$ cat src/sv/ulcr_pkg.sv
package ulcr_pkg;

  typedef struct packed {
    logic       cmd;
    logic [7:0] rx_byte;
  } in_item_t;

  typedef struct packed {
    logic       tx_valid;
    logic [7:0] tx_byte;
    logic       led_on;
    logic       last;
  } out_item_t;

  typedef enum logic [2:0] {
    MSG_PONG,
    MSG_ERR,
    MSG_READY,
    MSG_ECHO,
    MSG_CRLF
  } msg_t;

  localparam logic [1:0] REG_LED_PERIOD    = 2'd0;
  localparam logic [1:0] REG_BANNER_PERIOD = 2'd1;

  localparam logic [15:0] LED_PERIOD_RESET    = 16'd500;
  localparam logic [15:0] BANNER_PERIOD_RESET = 16'd5000;

  localparam logic [7:0] CH_CR = 8'h0D;
  localparam logic [7:0] CH_LF = 8'h0A;

  localparam int PING_LEN = 4;
  localparam int ECHO_LEN = 5;

  function automatic logic [7:0] ping_char(input logic [1:0] p);
    logic [7:0] c;
    unique case (p)
      2'd0: c = "P";
      2'd1: c = "I";
      2'd2: c = "N";
      2'd3: c = "G";
    endcase
    return c;
  endfunction

  function automatic logic [7:0] echo_char(input logic [2:0] p);
    logic [7:0] c;
    unique case (p)
      3'd0: c = "E";
      3'd1: c = "C";
      3'd2: c = "H";
      3'd3: c = "O";
      3'd4: c = " ";
      default: c = 8'h00;
    endcase
    return c;
  endfunction

  function automatic logic [2:0] msg_last(input msg_t m);
    logic [2:0] n;
    unique case (m)
      MSG_PONG:  n = 3'd5;
      MSG_ERR:   n = 3'd4;
      MSG_READY: n = 3'd6;
      MSG_ECHO:  n = 3'd4;
      MSG_CRLF:  n = 3'd1;
      default:   n = 3'd0;
    endcase
    return n;
  endfunction

  function automatic logic [7:0] msg_byte(input msg_t m, input logic [2:0] i);
    logic [7:0] c;
    c = 8'h00;
    unique case (m)
      MSG_PONG: begin
        case (i)
          3'd0: c = "P";
          3'd1: c = "O";
          3'd2: c = "N";
          3'd3: c = "G";
          3'd4: c = CH_CR;
          3'd5: c = CH_LF;
          default: c = 8'h00;
        endcase
      end
      MSG_ERR: begin
        case (i)
          3'd0: c = "E";
          3'd1: c = "R";
          3'd2: c = "R";
          3'd3: c = CH_CR;
          3'd4: c = CH_LF;
          default: c = 8'h00;
        endcase
      end
      MSG_READY: begin
        case (i)
          3'd0: c = "R";
          3'd1: c = "E";
          3'd2: c = "A";
          3'd3: c = "D";
          3'd4: c = "Y";
          3'd5: c = CH_CR;
          3'd6: c = CH_LF;
          default: c = 8'h00;
        endcase
      end
      MSG_ECHO: c = echo_char(i);
      MSG_CRLF: c = (i == 3'd0) ? CH_CR : CH_LF;
      default: c = 8'h00;
    endcase
    return c;
  endfunction

endpackage

$ cat src/sv/ulcr_ram.sv
module ulcr_ram #(
  parameter int WIDTH = 8,
  parameter int DEPTH = 32
) (
  input  logic                     clk,
  input  logic                     wr_en,
  input  logic [$clog2(DEPTH)-1:0] wr_addr,
  input  logic [WIDTH-1:0]         wr_data,
  input  logic                     rd_en,
  input  logic [$clog2(DEPTH)-1:0] rd_addr,
  output logic [WIDTH-1:0]         rd_data
);

  logic [WIDTH-1:0] mem [DEPTH];

  always_ff @(posedge clk) begin
    if (wr_en) begin
      mem[wr_addr] <= wr_data;
    end
    if (rd_en) begin
      rd_data <= mem[rd_addr];
    end
  end

endmodule

$ cat src/sv/uart_line_command_responder.sv
// Line command responder behind a UART. Each input item is either a millisecond
// tick or one received byte; every item gives one or more result items, one
// per transmitted byte, the final one flagged by last (an item with nothing to
// send gives a single result with tx_valid low). An item is taken while the
// block is idle, after which it is busy until its last result has been loaded
// into the output register, one reply byte per cycle while the output is not
// stalled; a zero byte in an echoed line ends the echo. Echoed bytes are read
// from the line RAM one per cycle while the output is not stalled, each read
// issued in the cycle the previous byte is sent. The line RAM needs no clearing
// after reset. Periods are written through the cfg port, which is always ready.
module uart_line_command_responder
  import ulcr_pkg::*;
#(
  parameter int LINE_DEPTH = 32
) (
  input  logic        clk,
  input  logic        rst,
  input  logic        in_valid,
  output logic        in_stall,
  input  in_item_t    in_item,
  output logic        out_valid,
  input  logic        out_stall,
  output out_item_t   out_item,
  input  logic        cfg_valid,
  output logic        cfg_ready,
  input  logic [1:0]  cfg_index,
  input  logic [15:0] cfg_data
);

  localparam int IDX_W = $clog2(LINE_DEPTH);

  typedef enum logic [1:0] {
    S_IDLE,
    S_QUIET,
    S_TEXT,
    S_BODY
  } state_t;

  state_t           state;
  msg_t             msg;
  logic [2:0]       msg_idx;
  logic [IDX_W-1:0] line_length;
  logic [IDX_W-1:0] body_end;
  logic [IDX_W-1:0] body_ptr;
  logic [15:0]      led_ticks;
  logic [15:0]      banner_ticks;
  logic [15:0]      led_period;
  logic [15:0]      banner_period;
  logic             led_level;
  logic             ping_match;
  logic             echo_match;
  logic             fifth_zero;

  logic             accept;
  logic             can_load;
  logic             is_lf;
  logic             is_cr;
  logic [15:0]      led_inc;
  logic [15:0]      banner_inc;
  logic [IDX_W:0]   len_inc;
  logic             room;
  logic             ping_hit;
  logic             echo_hit;
  logic [7:0]       text_byte;
  logic             text_end;
  logic [IDX_W:0]   ptr_inc;
  logic             more;
  logic             body_nonempty;

  logic             wr_en;
  logic             rd_en;
  logic [IDX_W-1:0] rd_addr;
  logic [7:0]       rd_data;

  assign in_stall  = (state != S_IDLE);
  assign cfg_ready = 1'b1;
  assign accept    = in_valid && !in_stall;
  assign can_load  = !out_valid || !out_stall;
  assign is_lf     = (in_item.rx_byte == CH_LF);
  assign is_cr     = (in_item.rx_byte == CH_CR);

  assign led_inc    = led_ticks + 16'd1;
  assign banner_inc = banner_ticks + 16'd1;
  assign len_inc    = {1'b0, line_length} + {{IDX_W{1'b0}}, 1'b1};
  assign room       = (len_inc < (IDX_W + 1)'(LINE_DEPTH));

  assign ping_hit = ping_match && ((line_length == IDX_W'(PING_LEN)) ||
                    ((line_length > IDX_W'(PING_LEN)) && fifth_zero));
  assign echo_hit = echo_match && (line_length >= IDX_W'(ECHO_LEN));

  assign text_byte     = msg_byte(msg, msg_idx);
  assign text_end      = (msg_idx == msg_last(msg));
  assign ptr_inc       = {1'b0, body_ptr} + {{IDX_W{1'b0}}, 1'b1};
  assign more          = (ptr_inc < {1'b0, body_end});
  assign body_nonempty = (IDX_W'(ECHO_LEN) < body_end);

  assign wr_en = accept && in_item.cmd && !is_lf && !is_cr && room;

  always_comb begin
    rd_en   = 1'b0;
    rd_addr = IDX_W'(ECHO_LEN);
    if (state == S_TEXT && can_load && text_end && msg == MSG_ECHO) begin
      rd_en = 1'b1;
    end else if (state == S_BODY && can_load && rd_data != 8'h00 && more) begin
      rd_en   = 1'b1;
      rd_addr = ptr_inc[IDX_W-1:0];
    end
  end

  ulcr_ram #(
    .WIDTH(8),
    .DEPTH(LINE_DEPTH)
  ) u_line_ram (
    .clk    (clk),
    .wr_en  (wr_en),
    .wr_addr(line_length),
    .wr_data(in_item.rx_byte),
    .rd_en  (rd_en),
    .rd_addr(rd_addr),
    .rd_data(rd_data)
  );

  always_ff @(posedge clk) begin
    if (rst) begin
      state         <= S_IDLE;
      out_valid     <= 1'b0;
      line_length   <= '0;
      led_ticks     <= '0;
      banner_ticks  <= '0;
      led_level     <= 1'b1;
      led_period    <= LED_PERIOD_RESET;
      banner_period <= BANNER_PERIOD_RESET;
      ping_match    <= 1'b0;
      echo_match    <= 1'b0;
      fifth_zero    <= 1'b0;
      msg           <= MSG_ERR;
      msg_idx       <= '0;
    end else begin
      if (cfg_valid && cfg_ready) begin
        case (cfg_index)
          REG_LED_PERIOD:    led_period    <= cfg_data;
          REG_BANNER_PERIOD: banner_period <= cfg_data;
          default: ;
        endcase
      end

      if (out_valid && !out_stall) begin
        out_valid <= 1'b0;
      end

      unique case (state)
        S_IDLE: begin
          if (accept) begin
            msg_idx <= '0;
            if (!in_item.cmd) begin
              if (led_inc >= led_period) begin
                led_ticks <= '0;
                led_level <= !led_level;
              end else begin
                led_ticks <= led_inc;
              end
              if (banner_inc >= banner_period) begin
                banner_ticks <= '0;
                msg          <= MSG_READY;
                state        <= S_TEXT;
              end else begin
                banner_ticks <= banner_inc;
                state        <= S_QUIET;
              end
            end else if (is_lf) begin
              body_end    <= line_length;
              line_length <= '0;
              state       <= S_TEXT;
              if (ping_hit) begin
                msg <= MSG_PONG;
              end else if (echo_hit) begin
                msg <= MSG_ECHO;
              end else begin
                msg <= MSG_ERR;
              end
            end else if (is_cr) begin
              state <= S_QUIET;
            end else if (room) begin
              line_length <= len_inc[IDX_W-1:0];
              state       <= S_QUIET;
              if (line_length == '0) begin
                ping_match <= (in_item.rx_byte == ping_char(2'd0));
                echo_match <= (in_item.rx_byte == echo_char(3'd0));
              end else begin
                if (line_length < IDX_W'(PING_LEN)) begin
                  ping_match <= ping_match &&
                                (in_item.rx_byte == ping_char(line_length[1:0]));
                end
                if (line_length < IDX_W'(ECHO_LEN)) begin
                  echo_match <= echo_match &&
                                (in_item.rx_byte == echo_char(line_length[2:0]));
                end
                if (line_length == IDX_W'(PING_LEN)) begin
                  fifth_zero <= (in_item.rx_byte == 8'h00);
                end
              end
            end else begin
              line_length <= '0;
              msg         <= MSG_ERR;
              state       <= S_TEXT;
            end
          end
        end

        S_QUIET: begin
          if (can_load) begin
            out_valid <= 1'b1;
            out_item  <= '{tx_valid: 1'b0, tx_byte: 8'h00, led_on: led_level, last: 1'b1};
            state     <= S_IDLE;
          end
        end

        S_TEXT: begin
          if (can_load) begin
            out_valid <= 1'b1;
            out_item  <= '{tx_valid: 1'b1, tx_byte: text_byte, led_on: led_level,
                           last: text_end && (msg != MSG_ECHO)};
            if (text_end) begin
              msg_idx <= '0;
              if (msg == MSG_ECHO) begin
                body_ptr <= IDX_W'(ECHO_LEN);
                if (body_nonempty) begin
                  state <= S_BODY;
                end else begin
                  msg <= MSG_CRLF;
                end
              end else begin
                state <= S_IDLE;
              end
            end else begin
              msg_idx <= msg_idx + 3'd1;
            end
          end
        end

        S_BODY: begin
          if (rd_data == 8'h00) begin
            msg     <= MSG_CRLF;
            msg_idx <= '0;
            state   <= S_TEXT;
          end else if (can_load) begin
            out_valid <= 1'b1;
            out_item  <= '{tx_valid: 1'b1, tx_byte: rd_data, led_on: led_level, last: 1'b0};
            body_ptr  <= ptr_inc[IDX_W-1:0];
            if (!more) begin
              msg     <= MSG_CRLF;
              msg_idx <= '0;
              state   <= S_TEXT;
            end
          end
        end

        default: state <= S_IDLE;
      endcase
    end
  end

  a_item_gives_result: assert property (@(posedge clk) disable iff (rst)
    accept |=> (state != S_IDLE))
    else $error("accepted item left no pending result");

  a_silent_is_last: assert property (@(posedge clk) disable iff (rst)
    out_valid |-> (out_item.tx_valid || out_item.last))
    else $error("empty result not marked last");

  a_lf_clears_line: assert property (@(posedge clk) disable iff (rst)
    (accept && in_item.cmd && (is_lf || (!is_cr && !room))) |=> (line_length == '0))
    else $error("line not cleared after answer or overflow");

  a_body_in_range: assert property (@(posedge clk) disable iff (rst)
    (state == S_BODY) |-> (body_ptr < body_end))
    else $error("echo pointer ran past the line");

endmodule
$ cat config.mk
export PLATFORM = sky130hd
export DESIGN_NAME = uart_line_command_responder
export DESIGN_NICKNAME = d
export VERILOG_FILES = /design/src/sv/ulcr_pkg.sv /design/src/sv/ulcr_ram.sv /design/src/sv/uart_line_command_responder.sv
export SDC_FILE = /design/constraint.sdc
export NUM_CORES = 1
export LEC_CHECK = 0
export ABC_CLOCK_PERIOD_IN_PS = 5100
export BUFFER_PORTS_ARGS = -buffer_cell sky130_fd_sc_hd__buf_2
export CAP_MARGIN = 30
export CORE_ASPECT_RATIO = 0.6
export CORE_UTILIZATION = 50
export CTS_CLUSTER_DIAMETER = 200
export DETAILED_ROUTE_END_ITERATION = 16
export PLACE_DENSITY = 0.66
export SYNTH_ARGS = -nofsm -noshare
export SYNTH_HDL_FRONTEND = slang
export SYNTH_SLANG_ARGS = --single-unit
$ cat constraint.sdc
create_clock -name clk -period 5.1 [get_ports clk]
set_clock_uncertainty 0.1 [all_clocks]
set_input_delay 1.275 -clock clk [delete_from_list [all_inputs] [get_ports clk]]
set_output_delay 1.275 -clock clk [all_outputs]
set_load 0.01 [all_outputs]
Yosys cells after proc, flatten, opt, wreduce, memory -nomap -nowiden
Memory sizes are Yosys's and may differ from the RTL's. A register that Yosys moved wholly into a read port is not among the register bits.
Cells that the tools add are included.
{"block": "totals", "n_memories": 1, "input_bits": 32, "reg_bits": 103, "output_inout_bits": 14, "mem_bits_rw": 256, "word_cells": 238}
{"block": "op_classes", "eq_ne": 45, "n_reduce_logical": 59, "n_addsub": 5, "muxes": 95, "magnitude_cmp": 9, "bitwise": 5}
{"name": "u_line_ram.mem", "words": 32, "width": 8, "rd": 1, "rd_ports_with_merged_regs": 1, "wr": 1, "line": "ulcr_ram.sv:14", "text": "logic [WIDTH-1:0] mem [DEPTH];"}
{"operator": "two-way mux 8 bit", "n": 18}
{"operator": "case mux 7 bit (5 select lines)", "n": 2}
{"operator": "two-way mux 3 bit", "n": 20}
{"operator": "two-way mux 5 bit", "n": 10}
{"operator": "case mux 7 bit (7 select lines)", "n": 1}
{"operator": "two-way mux 11 bit", "n": 4}
{"operator": "case mux 7 bit (6 select lines)", "n": 1}
{"operator": "case mux 8 bit (5 select lines)", "n": 1}
{"operator": "case mux 11 bit (3 select lines)", "n": 1}
{"operator": "adder 16 x 1 -> 16 bit (second input constant)", "n": 2}
{"operator": ">= comparator 16 bit", "n": 2}
{"operator": "two-way mux 16 bit", "n": 2}
{"operator": "two-way mux 2 bit", "n": 16}
{"operator": "case mux 8 bit (4 select lines)", "n": 1}
{"operator": "case mux 7 bit (4 select lines)", "n": 1}
{"operator": "AND reduction 7 bit", "n": 4}
{"operator": "== test 3 x 2 -> 1 bit (second input constant)", "n": 6}
{"operator": "logical AND 1 bit", "n": 18}
{"operator": "case mux 3 bit (3 select lines)", "n": 2}
{"operator": "== test 8 x 4 -> 1 bit (second input constant)", "n": 2}
{"operator": "== test 8 x 7 -> 1 bit (second input constant)", "n": 2}
{"operator": "== test 8 bit", "n": 2}
{"operator": "logical NOT 8 bit", "n": 2}
{"operator": "!= test 2 bit (second input constant)", "n": 8}
{"operator": "40 further kinds", "n": 90}

Logic depth before layout (Yosys ltp)
{"block": "logic_depth", "depth_word": 15, "ltp_mapped": 17, "mapped_depth_nobuf": 15}

Cells and area by module
From an unflattened synthesis, not the netlist that was laid out.
{"block": "hier_totals", "cells_unflattened": 1240, "hier_area_um2": 16758.6}
{"module": "ulcr_ram", "n_inst": 1, "cells_per_inst": 417, "area_per_inst_um2": 10133.5, "seq_area_each_um2": 7927.6}
{"module": "uart_line_command_responder", "n_inst": 1, "cells_per_inst": 823, "area_per_inst_um2": 6625.1, "seq_area_each_um2": 2272.2}

Worst setup path before layout
Ideal clock, no wire load.
{"block": "synth_timing", "path_kind": "reg2reg", "startpoint": "reg led_ticks[0]", "endpoint": "reg led_ticks[0]", "t_arrival_ns": 3.802, "t_required_ns": 4.879, "path_stages_with_launch": 16, "period_less_slack_ns": 4.022, "path_slack_ns": 1.078, "setup_ns": 0.121, "n_path_buf": 1, "path_cell_list": "dfxtp_1 > ha_1 > nand3_1 > nor2_1 > and3_1 > and3_1 > and3_1 > clkbuf_1 > nand3_1 > xnor2_1 > ha_1 > nand4_1 > a211oi_1 > a211oi_2 > nor2b_1 > mux2_2"}
{"block": "synth_via", "elab_chain_cells": 3}
{"item": "start, declared", "line": "uart_line_command_responder.sv:45", "text": "logic [15:0] led_ticks;"}
{"item": "start signal, assigned", "line": "uart_line_command_responder.sv:160", "text": "led_ticks <= led_inc;"}
{"item": "adder 16 x 1 -> 16 bit *", "line": "uart_line_command_responder.sv:82", "text": "assign led_inc = led_ticks + 16'd1;"}
{"item": ">= comparator 16 bit", "line": "uart_line_command_responder.sv:156", "text": "if (led_inc >= led_period) begin"}
{"item": "two-way mux 16 bit *", "line": "uart_line_command_responder.sv:156"}
Every way passes the cells marked *; elsewhere a longest branch is shown, timed or not.
A chain may end at the register's enable or synchronous reset.

Worst setup path in the final report
{"block": "layout_timing", "startpoint": "reg body_ptr[0]", "endpoint": "reg u_line_ram.rd_data[1], read port of u_line_ram.mem (data pin)"}
{"block": "layout_via", "elab_chain_cells": 5, "word_cells_on_any_way": 7, "classes_between": "add/sub: 1; order compare: 1; mux: 4; reduce/logical: 1"}
{"item": "start, declared", "line": "uart_line_command_responder.sv:44", "text": "logic [IDX_W-1:0] body_ptr;"}
{"item": "start signal, assigned", "line": "uart_line_command_responder.sv:226", "text": "body_ptr <= IDX_W'(ECHO_LEN);"}
{"item": "start signal, assigned", "line": "uart_line_command_responder.sv:249", "text": "body_ptr <= ptr_inc[IDX_W-1:0];"}
{"item": "adder 5 x 1 -> 6 bit *", "line": "uart_line_command_responder.sv:93", "text": "assign ptr_inc = {1'b0, body_ptr} + {{IDX_W{1'b0}}, 1'b1};"}
{"item": "named net ptr_inc[4]", "line": "uart_line_command_responder.sv:66", "text": "logic [IDX_W:0] ptr_inc;"}
{"item": "less-than comparator 6 x 5 -> 1 bit", "line": "uart_line_command_responder.sv:94", "text": "assign more = (ptr_inc < {1'b0, body_end});"}
{"item": "logical AND 1 bit", "line": "uart_line_command_responder.sv:104", "text": "end else if (state == S_BODY && can_load && rd_data != 8'h00 && more) begin"}
{"item": "two-way mux 5 bit / two-way mux 1 bit (equally long branches)", "line": "uart_line_command_responder.sv:104"}
{"item": "two-way mux 5 bit / two-way mux 1 bit (equally long branches)", "line": "uart_line_command_responder.sv:102", "text": "if (state == S_TEXT && can_load && text_end && msg == MSG_ECHO) begin"}
{"item": "end, declared", "line": "ulcr_ram.sv:11", "text": "output logic [WIDTH-1:0] rd_data"}
Mark *: on every way through the listed nets, which the timed path passes. The rest lies on a longest branch.

==> results.json <==
{
  "busiest_layer": "met1",
  "cts_made_buffers": 36,
  "io_buffers": 44,
  "gp_congestion": 0.980,
  "yosysTopAreaCellShare_pct": 50.1,
  "grt_pass1_wl_microns": 69800,
  "clk_path_buf_depth": 3,
  "first_global_vias": 11342,
  "slowest_delay_ns": 0.49,
  "drive_gt1_share_pct": 12.1,
  "die_w_microns": 241,
  "synth_warnings": 0,
  "post_dp_cell_area_sq_um": 17900,
  "period_needed_ns": 4.60,
  "num-nets-final": 1585,
  "synthCells": 1447,
  "layout.cells.non_filler": 1976,
  "setup_viol": 0,
  "antenna_found_initial": 1,
  "holdWs_ns": 0.353,
  "crit_chain": "ha_1 -> nand3_1 -> xor2_1 -> inv_1 -> ha_1 -> o21ai_0 -> o211ai_1 -> a21oi_4 -> buf_4 -> and2_4 -> mux2i_1 -> o22ai_1 -> nor3_1 -> buf_4 -> o211ai_1",
  "worstSetupEndpointType": "flop",
  "wl_per_cell_microns": 23.3,
  "post_cts_resize_count": 0,
  "ys_seq_area_share_pct": 59.8,
  "slew_violations": 0,
  "crit_arrival_ns": 4.75,
  "fin_ws_ns": 0.503,
  "gr-usage-met1_pct": 43.0,
  "maxCapViolCount": 0,
  "fin_tns_setup_ns": 0,
  "drcViolationCount": 0,
  "grt_util_all_layers_pct": 26.7,
  "hold_class": "reg -> reg",
  "cts_tree": "done",
  "drt-total-wl_microns": 46100,
  "ir_worst_vdd_uv": 368,
  "clk_pin_slew_ns": 0.07,
  "startpoint_type": "flop",
  "firstDrtPassIters": 5,
  "critPathRequiredTime_ns": 5.25,
  "cts_hold_buf": 0,
  "cts_setup_buffers": 0,
  "vias": 12173,
  "p_sw_share_pct": 27.5,
  "syn-num-nets": 1532,
  "max_slew_margin_pct": 29.0,
  "fin_area_sq_um": 19000,
  "dpl.cell_count": 1911,
  "cts_htree_levels": 2,
  "clkSinkCount": 367,
  "rsz0062_at_grt": "no",
  "drt_first_iter_violations": 1507,
  "boundaryPins": 46,
  "synth-async-reset-ratio_pct": 0,
  "synth_top_flop_cell": "edfxtp_1",
  "synth_cell_types": 70,
  "area_growth_syn_to_layout_pct": 11.2,
  "cts_root_buf": "clkbuf_16",
  "power_frac_comb_pct": 14.5,
  "start_util_pct": 51.7,
  "powerDensity_nw_per_um2": 369,
  "pwr-share-seq_pct": 48.8,
  "syn_area_sq_um": 17100,
  "p_sw_mw": 1.93,
  "cp_num_buf_inv": 3,
  "p_leak_nw": 6.84,
  "diodes": 0,
  "power.internal_mw": 5.07,
  "fin_crit_sh_pct": 90.1,
  "viasPerCell": 6.16,
  "gr-total-overflow": 0,
  "synth_seq_cells": 367,
  "hpwl_microns": 32100,
  "rows": 51,
  "synth.area.top_cells": "edfxtp_1 50%, dfxtp_1 9.6%, ha_1 3.9%, mux2i_1 3.2%, nor2_1 2.7%",
  "clk_latency_ns": 0.54,
  "slowest_stage": "edfxtp_1",
  "grt_max_degree": 59,
  "hold_violations": 0,
  "coreArea_sq_um": 33000,
  "p_clk_share_pct": 36.7,
  "dpl_worst_slack_ns": 0.620,
  "syn_area_per_cell_sq_um": 11.8,
  "max_freq_ghz": 0.218,
  "grt_use_met3_pct": 9.19,
  "synth_edf_count": 285,
  "yosysTopAreaCell": "edfxtp_1",
  "crit_path_max_fanout": 30,
  "grtUsageMet2_pct": 34.0,
  "tightest_slew_ns": 1.06,
  "die_area_sq_um": 34900,
  "fp.dieH_microns": 145,
  "status": "completed",
  "critPathKind": "reg -> reg",
  "drt.antenna.violating_nets": 0,
  "crit_family": "simple AND/OR/NAND/NOR gates"
}
-- layout make-up --
type	instances	area (sq um)
clock buffer	41	962
tap	450	563
multi-input combinational	946	6310
sequential	367	10200
inverter	58	218
timing repair buffer	91	571
clock inverter	23	155
fill	2701	14000
-- state kept, by name, summed over array words and instances, names as in the netlist, 8 cells and up --
| signal | count |
|---|---|
| led_period | 16 |
| u_line_ram.mem | 256 |
| banner_ticks | 16 |
| out_item | 11 |
| led_ticks | 16 |
| u_line_ram.rd_data | 8 |
| banner_period | 16 |
-- stage by stage --
| stage | utilization, % | total power, mW |
|---|---|---|
| 6_report | 57.5 | 7.00 |
| 5_1_grt | 57.5 | 7.24 |
| 4_1_cts | 57.5 | 7.00 |
| 3_5_place_dp | 54.1 | 4.47 |
| 3_3_place_gp | 54.1 | 4.45 |
| 2_1_floorplan | - | 4.13 |
-- final timing paths --
kind	end	slack, ns	cells after the start	start
hold reg to reg	out_item[1]$_DFFE_PP_	0.35	0	led_level$_SDFFE_PP1P_
setup / recovery	u_line_ram.rd_data[1]$_DFFE_PP_	0.50	15	body_ptr[0]$_SDFFCE_PN1P_
hold / removal	out_item[1]$_DFFE_PP_	0.35	0	led_level$_SDFFE_PP1P_
setup reg to reg	u_line_ram.rd_data[1]$_DFFE_PP_	0.50	15	body_ptr[0]$_SDFFCE_PN1P_
-- worst register-to-register path, stage by stage, from the launching register on --
cell and delay (ns):
edfxtp_1 0.49, ha_1 0.28, nand3_1 0.10, xor2_1 0.36
inv_1 0.20, ha_1 0.32, o21ai_0 0.09, o211ai_1 0.22
a21oi_4 0.22, buf_4 0.29, and2_4 0.49, mux2i_1 0.24
o22ai_1 0.13, nor3_1 0.47, buf_4 0.23, o211ai_1 0.10
-- synth_stat cells (11+ instances only) --
cell type,n
xnor2_1,15
edfxtp_1,285
nand3_1,42
mux2i_1,55
xor2_1,21
clkbuf_1,50
o211ai_1,15
nor2_1,125
o21a_1,11
a21o_1,16
ha_1,53
o21ai_0,53
nor3_1,28
o22ai_1,37
a211o_1,11
and3_1,24
a211oi_1,35
a21oi_1,83
nand2_1,122
nand3b_1,23
inv_1,56
mux2_2,15
dfxtp_1,82
-- per-layer routing --
metal | vias up | wire length, microns
met5 | - | 11
met3 | 67 | 5480
li1 | 5566 | -
met4 | 2 | 560
met2 | 576 | 17800
met1 | 5962 | 22300
-- power by group through the flow --
| stage | clock network, mW | logic (mW) | registers, mW |
|---|---|---|---|
| 3_3_place_gp | 0 | 0.973 | 3.47 |
| 2_1_floorplan | 0 | 0.695 | 3.43 |
| 6_report | 2.57 | 1.01 | 3.42 |
| 3_5_place_dp | 0 | 0.988 | 3.48 |
| 5_1_grt | 2.71 | 1.11 | 3.43 |
| 4_1_cts | 2.60 | 0.992 | 3.41 |
-- kinds of logic after synthesis --
kind of cell	share of synthesized area [%]
other	0.0220
buffers and inverters	3.37
adders and majority gates	3.89
and+or+nand+nor	12.4
DFF	59.8
AOI/OAI and AO/OA	13.2
xor gates and xnor gates	1.85
muxes	5.54
-- cells in the final DEF (no fill, tap or decap), types with 16 or more instances in the layout --
cell type,count
buf_4,46
inv_1,56
buf_2,44
a21o_1,16
a21oi_1,83
dfxtp_1,82
nor3_1,27
ha_1,53
nor2_1,125
nand3b_1,23
a211oi_1,35
mux2i_1,55
xor2_1,21
o21ai_0,53
edfxtp_1,285
clkbuf_16,38
o22ai_1,37
nand3_1,42
and3_1,24
nand2_1,122
Power figures use the tool's default switching activity.
